## src/rtl/core/arpl_pkg.sv

```systemverilog
// ----------------------------------------------------------------------------
// arpl_pkg
// Shared types and constants for the ARP learning table.
// ----------------------------------------------------------------------------
package arpl_pkg;

    localparam int CNT_W      = 64;
    localparam int MAC_W      = 48;
    localparam int IP_W       = 32;
    localparam int IN_DATA_W  = 168;
    localparam int OUT_DATA_W = 312;

    // input tdata bit offsets
    localparam int OFF_ETH   = 0;
    localparam int OFF_WHOLE = 16;
    localparam int OFF_HWT   = 17;
    localparam int OFF_PRT   = 33;
    localparam int OFF_HWL   = 49;
    localparam int OFF_PRL   = 57;
    localparam int OFF_OPC   = 65;
    localparam int OFF_MAC   = 81;
    localparam int OFF_IP    = 129;
    localparam int OFF_IDX   = 161;
    localparam int OFF_RTR   = 166;

    localparam logic [15:0] ETH_ARP   = 16'h0806;
    localparam logic [15:0] HW_ETHER  = 16'h0001;
    localparam logic [15:0] PROTO_IP4 = 16'h0800;
    localparam logic [7:0]  HW_LEN    = 8'd6;
    localparam logic [7:0]  PROTO_LEN = 8'd4;
    localparam logic [15:0] OP_REQ    = 16'd1;
    localparam logic [15:0] OP_REP    = 16'd2;

    typedef enum logic [1:0] {
        CMD_FRAME  = 2'd0,
        CMD_IFACE  = 2'd1,
        CMD_LOOKUP = 2'd2,
        CMD_NONE   = 2'd3
    } t_cmd;

    typedef enum logic [3:0] {
        OC_PASSED  = 4'd0,
        OC_OTHER   = 4'd1,
        OC_OWN_MAC = 4'd2,
        OC_LEARNED = 4'd3,
        OC_UPDATED = 4'd4,
        OC_SAME    = 4'd5,
        OC_FULL    = 4'd6,
        OC_IFACE   = 4'd7,
        OC_LOOKUP  = 4'd8
    } t_outcome;

    typedef enum logic [2:0] {
        ST_IDLE,
        ST_DECODE,
        ST_IF_SCAN,
        ST_TB_SCAN,
        ST_OUT
    } t_state;

    typedef struct packed {
        logic     load;
        logic     start_if;
        logic     start_tb;
        logic     bump_req;
        logic     bump_rep;
        logic     wr_iface;
        logic     tbl_update;
        logic     tbl_insert;
        logic     out_load;
        logic     out_lookup;
        t_outcome outcome;
    } t_dp_cmd;

    typedef struct packed {
        t_cmd cmd;
        logic frame_ok;
        logic op_req;
        logic op_rep;
        logic scan_done;
        logic scan_hit;
        logic mac_same;
        logic tbl_full;
        logic out_busy;
    } t_dp_sts;

endpackage

```

## src/rtl/core/arpl_ctrl.sv

```systemverilog
// ----------------------------------------------------------------------------
// arpl_ctrl
// Sequencer: decodes the command and steps the scans and table writes.
// ----------------------------------------------------------------------------
module arpl_ctrl (
    input  logic              i_clk,
    input  logic              i_rst_n,
    input  logic              i_s_tvalid,
    output logic              o_s_tready,
    input  arpl_pkg::t_dp_sts i_sts,
    output arpl_pkg::t_dp_cmd o_cmd
);
    import arpl_pkg::*;

    t_state   r_state, n_state;
    t_outcome r_oc, n_oc;
    logic     r_lookup, n_lookup;

    always_ff @(posedge i_clk) begin
        if (!i_rst_n) begin
            r_state  <= ST_IDLE;
            r_oc     <= OC_PASSED;
            r_lookup <= 1'b0;
        end else begin
            r_state  <= n_state;
            r_oc     <= n_oc;
            r_lookup <= n_lookup;
        end
    end

    always_comb begin
        n_state    = r_state;
        n_oc       = r_oc;
        n_lookup   = r_lookup;
        o_cmd      = '0;
        o_cmd.outcome = r_oc;
        o_s_tready = 1'b0;
        case (r_state)
            ST_IDLE: begin
                o_s_tready = 1'b1;
                if (i_s_tvalid) begin
                    o_cmd.load = 1'b1;
                    n_state    = ST_DECODE;
                end
            end
            ST_DECODE: begin
                n_lookup = 1'b0;
                n_state  = ST_OUT;
                case (i_sts.cmd)
                    CMD_FRAME: begin
                        if (!i_sts.frame_ok) begin
                            n_oc = OC_PASSED;
                        end else if (i_sts.op_req || i_sts.op_rep) begin
                            o_cmd.bump_req = i_sts.op_req;
                            o_cmd.bump_rep = i_sts.op_rep;
                            o_cmd.start_if = 1'b1;
                            n_state        = ST_IF_SCAN;
                        end else begin
                            n_oc = OC_OTHER;
                        end
                    end
                    CMD_IFACE: begin
                        o_cmd.wr_iface = 1'b1;
                        n_oc           = OC_IFACE;
                    end
                    CMD_LOOKUP: begin
                        o_cmd.start_tb = 1'b1;
                        n_lookup       = 1'b1;
                        n_state        = ST_TB_SCAN;
                    end
                    default: n_oc = OC_PASSED;
                endcase
            end
            ST_IF_SCAN: begin
                if (i_sts.scan_done) begin
                    if (i_sts.scan_hit) begin
                        n_oc    = OC_OWN_MAC;
                        n_state = ST_OUT;
                    end else begin
                        o_cmd.start_tb = 1'b1;
                        n_state        = ST_TB_SCAN;
                    end
                end
            end
            ST_TB_SCAN: begin
                if (i_sts.scan_done) begin
                    n_state = ST_OUT;
                    if (r_lookup) begin
                        n_oc = OC_LOOKUP;
                    end else if (i_sts.scan_hit) begin
                        if (i_sts.mac_same) begin
                            n_oc = OC_SAME;
                        end else begin
                            o_cmd.tbl_update = 1'b1;
                            n_oc             = OC_UPDATED;
                        end
                    end else if (i_sts.tbl_full) begin
                        n_oc = OC_FULL;
                    end else begin
                        o_cmd.tbl_insert = 1'b1;
                        n_oc             = OC_LEARNED;
                    end
                end
            end
            ST_OUT: begin
                if (!i_sts.out_busy) begin
                    o_cmd.out_load   = 1'b1;
                    o_cmd.out_lookup = r_lookup;
                    n_state          = ST_IDLE;
                end
            end
            default: n_state = ST_IDLE;
        endcase
    end

endmodule

```

## config.mk

```make
export PLATFORM = sky130hd
export DESIGN_NAME = arpl_ctrl
export DESIGN_NICKNAME = d
export VERILOG_FILES = /design/src/rtl/core/arpl_pkg.sv /design/src/rtl/core/arpl_ctrl.sv
export SDC_FILE = /design/constraint.sdc
export NUM_CORES = 1
export LEC_CHECK = 0
export BUFFER_PORTS_ARGS = -buffer_cell sky130_fd_sc_hd__buf_2
export CAP_MARGIN = 20
export CORE_AREA = 2 2 39 41
export CTS_BUF_LIST = sky130_fd_sc_hd__clkbuf_8
export CTS_CLUSTER_DIAMETER = 50
export DETAILED_ROUTE_END_ITERATION = 6
export DIE_AREA = 0 0 41 43
export PLACE_DENSITY = 0.77
export SYNTH_ARGS = -nofsm -noshare
export SYNTH_HDL_FRONTEND = slang
export SYNTH_SLANG_ARGS = --single-unit
```

## constraint.sdc

```tcl
create_clock -name i_clk -period 1.45 [get_ports i_clk]
set_input_delay 0.0725 -clock i_clk [delete_from_list [all_inputs] [get_ports i_clk]]
set_output_delay 0.0725 -clock i_clk [all_outputs]
set_load 0.02 [all_outputs]
```

==> results.ini <==
[cells_and_area]
diodes = 0
layout_commonest_cell = buf_2
area_growth_pct = 40.2
layout_common_cells = 24 x buf_2, 8 x nand2_1, 7 x buf_4, 6 x o21ai_0, 6 x dfxtp_1
stdcell_count = 120
nNetsFinal = 119
drive_gt1_share_pct = 39.4

[power_and_ir_drop]
p_leak_nw = 0.386
total_power_w = 0.000698
cellPowerDensity_nw_per_um2 = 865
peakVddDrop_v = 0.000542

[die]
ioPinCount = 28
num_rows = 14
die_x_um = 41
initial_core_util_pct = 41.6
die_h_um = 43
core_area_um2 = 1380
dieArea_um2 = 1760

[place]
portBuffers = 27
dp_worst_setup_slack_ps = 87.0
place_congestion = 0.772
dp.cells = 116
hpwlAfterDp_mm = 1.05

[worst_hold_path]
whs_endpoint = r_state[2]$_SDFFE_PN0P_
min_path_cells = 3
hold_start = i_sts[0]
hold_path.class = input pin to register

[clock_tree]
path_clk_slew_ps = 40
cts_made_buffers = 3
clock_latency_ps = 230
cts_tree = built
root_buffer = clkbuf_8
clkSinkCount = 8
clk_path_buf_depth = 2
htreeDepth = 1

[global_route]
grt_pass1_vias = 542
grt_max_degree = 14
antenna_found_initial = 0
grt_usage_pct = 18.0
grt_pass1_wl_mm = 2.27
grt-ovfl-total = 0

[synthesis]
synth-async-reset-ratio_pct = 0
ys_seq_area_share_pct = 27.8
ys.flop_type = dfxtp_1
synth_edf_count = 0
syn-instance-count = 74
synth_nets = 87
ys_ff_latch = 8
yosys_warnings = 0
synth_area_um2 = 576
postSynthAreaPerCell_um2 = 7.78
synth_cell_types = 31

[setup_path]
startpoint_type = register
r2r_end = r_oc[2]$_SDFFE_PN0P_
required_ps = 1380
endpoint_kind = primary output
crit_type = register to primary output
crit_fanout = 4
ff2ff_setup_slack_ps = 190
r2r-start = r_state[1]$_SDFFE_PN0P_
ff2ff_path_depth = 5
arrival_ps = 1300

[drt]
drc = 0
wl_per_cell_um = 11.6
firstDrtPassIters = 4
finalWirelength_mm = 1.39
vias = 650
antenna_left = 0
avgViaCountPerCell = 5.42
drt_iter0_markers = 13

[sta]
finalCriticalPeriod_ps = 1370
fin_skew_ps = 3.95
slew_headroom_pct = 83.1
fmax_mhz = 728
rsz0062_at_grt = yes
period_share_pct = 94.8
drv_slew = 0
setup_viol = 0
hold_ws_ps = 131
fin_ws_ps = 75.7
worstMarginPinSlew_ps = 254
finalHoldViolCount = 0

[outcome]
status = completed

[flow_run]
maxCapViolations = 0

-- cell usage after synthesis, types with 2 or more instances --
cell      number  area share [%]
mux2i_1        4             7.0
nor2_1         6             3.9
dfxtp_1        8              28
inv_1          2             1.3
or2_1          2             2.2
nand2_1        8             5.2
a21boi_1       2             2.6
nor3_1         5             4.3
a211oi_1       2             2.6
o21ai_0        6             5.2
nor2b_1        3             3.3
nand2b_1       3             3.3
and2_1         5             5.4
-- how the worst max path moves through the flow --
stage,startpoint,end,depth (start not counted)
after floorplan,r_state[0]$_SDFFE_PN0P_,o_cmd[13],3
after global placement,r_state[0]$_SDFFE_PN0P_,r_oc[1]$_SDFFE_PN0P_,4
after detailed placement,r_state[0]$_SDFFE_PN0P_,r_lookup$_SDFFE_PN0P_,3
after CTS,r_state[1]$_SDFFE_PN0P_,o_cmd[11],5
after global routing,r_state[1]$_SDFFE_PN0P_,o_cmd[12],5
final,r_state[2]$_SDFFE_PN0P_,o_cmd[10],4
-- critical path, stage by stage, from the launching register on --
cell,delay (ps)
dfxtp_1,380
nand2b_1,190
and2b_1,210
and2_1,150
buf_4,150
-- sequential cells by signal, indices dropped and copies added, names as in the netlist --
name and flops:
r_oc 4, r_lookup 1, r_state 3
-- metrics by stage --
stage                     setup TNS [ps]  utilization, %  instance area, um2
final                                  0            58.3                 807
after global routing               -48.4            58.3                 807
after CTS                              0            56.7                 785
after detailed placement               0            52.9                 732
after global placement                 0            52.9                 732
after floorplan                        0               -                 582
-- layer usage --
metal | track usage, % | vias up | part of all wire, %
met3 | 1.57 | 4 | 6.7
li1 | - | 325 | -
met2 | 25.6 | 30 | 47
met5 | 0 | - | 0
met4 | 8.00 | 0 | 1.5
met1 | 26.5 | 291 | 45
-- kinds of logic after synthesis --
group	count (synthesis)	synth area share (%)
multiplexers	4	6.96
AND/OR/NAND/NOR	41	41.5
AO/OA/AOI/OAI	15	17.6
flip-flops	8	27.8
buffers and inverters	6	6.09
-- layout make-up --
class,count,area [um2]
Sequential cell,8,168
Clock buffer,3,41.3
Fill cell,131,577
Timing Repair Buffer,31,173
Inverter,2,7.51
Multi-Input combinational cell,60,398
Tap cell,16,20.0
-- where the power goes --
part / total, W / internal (W) / switching (W) / leakage, nW
Sequential: 0.000255 / 0.000234 / 0.0000204 / 0.0665
Combinational: 0.000180 / 0.0000793 / 0.000101 / 0.298
Clock: 0.000263 / 0.000179 / 0.0000835 / 0.0216
-- timing repair --
item,CTS,global route
buffers inserted,0,1
setup endpoints to repair,7,7
pin swaps,1,0
gates resized for setup,3,6
hold buffers,0,0
No activity file was read; power rests on OpenSTA's default activity.
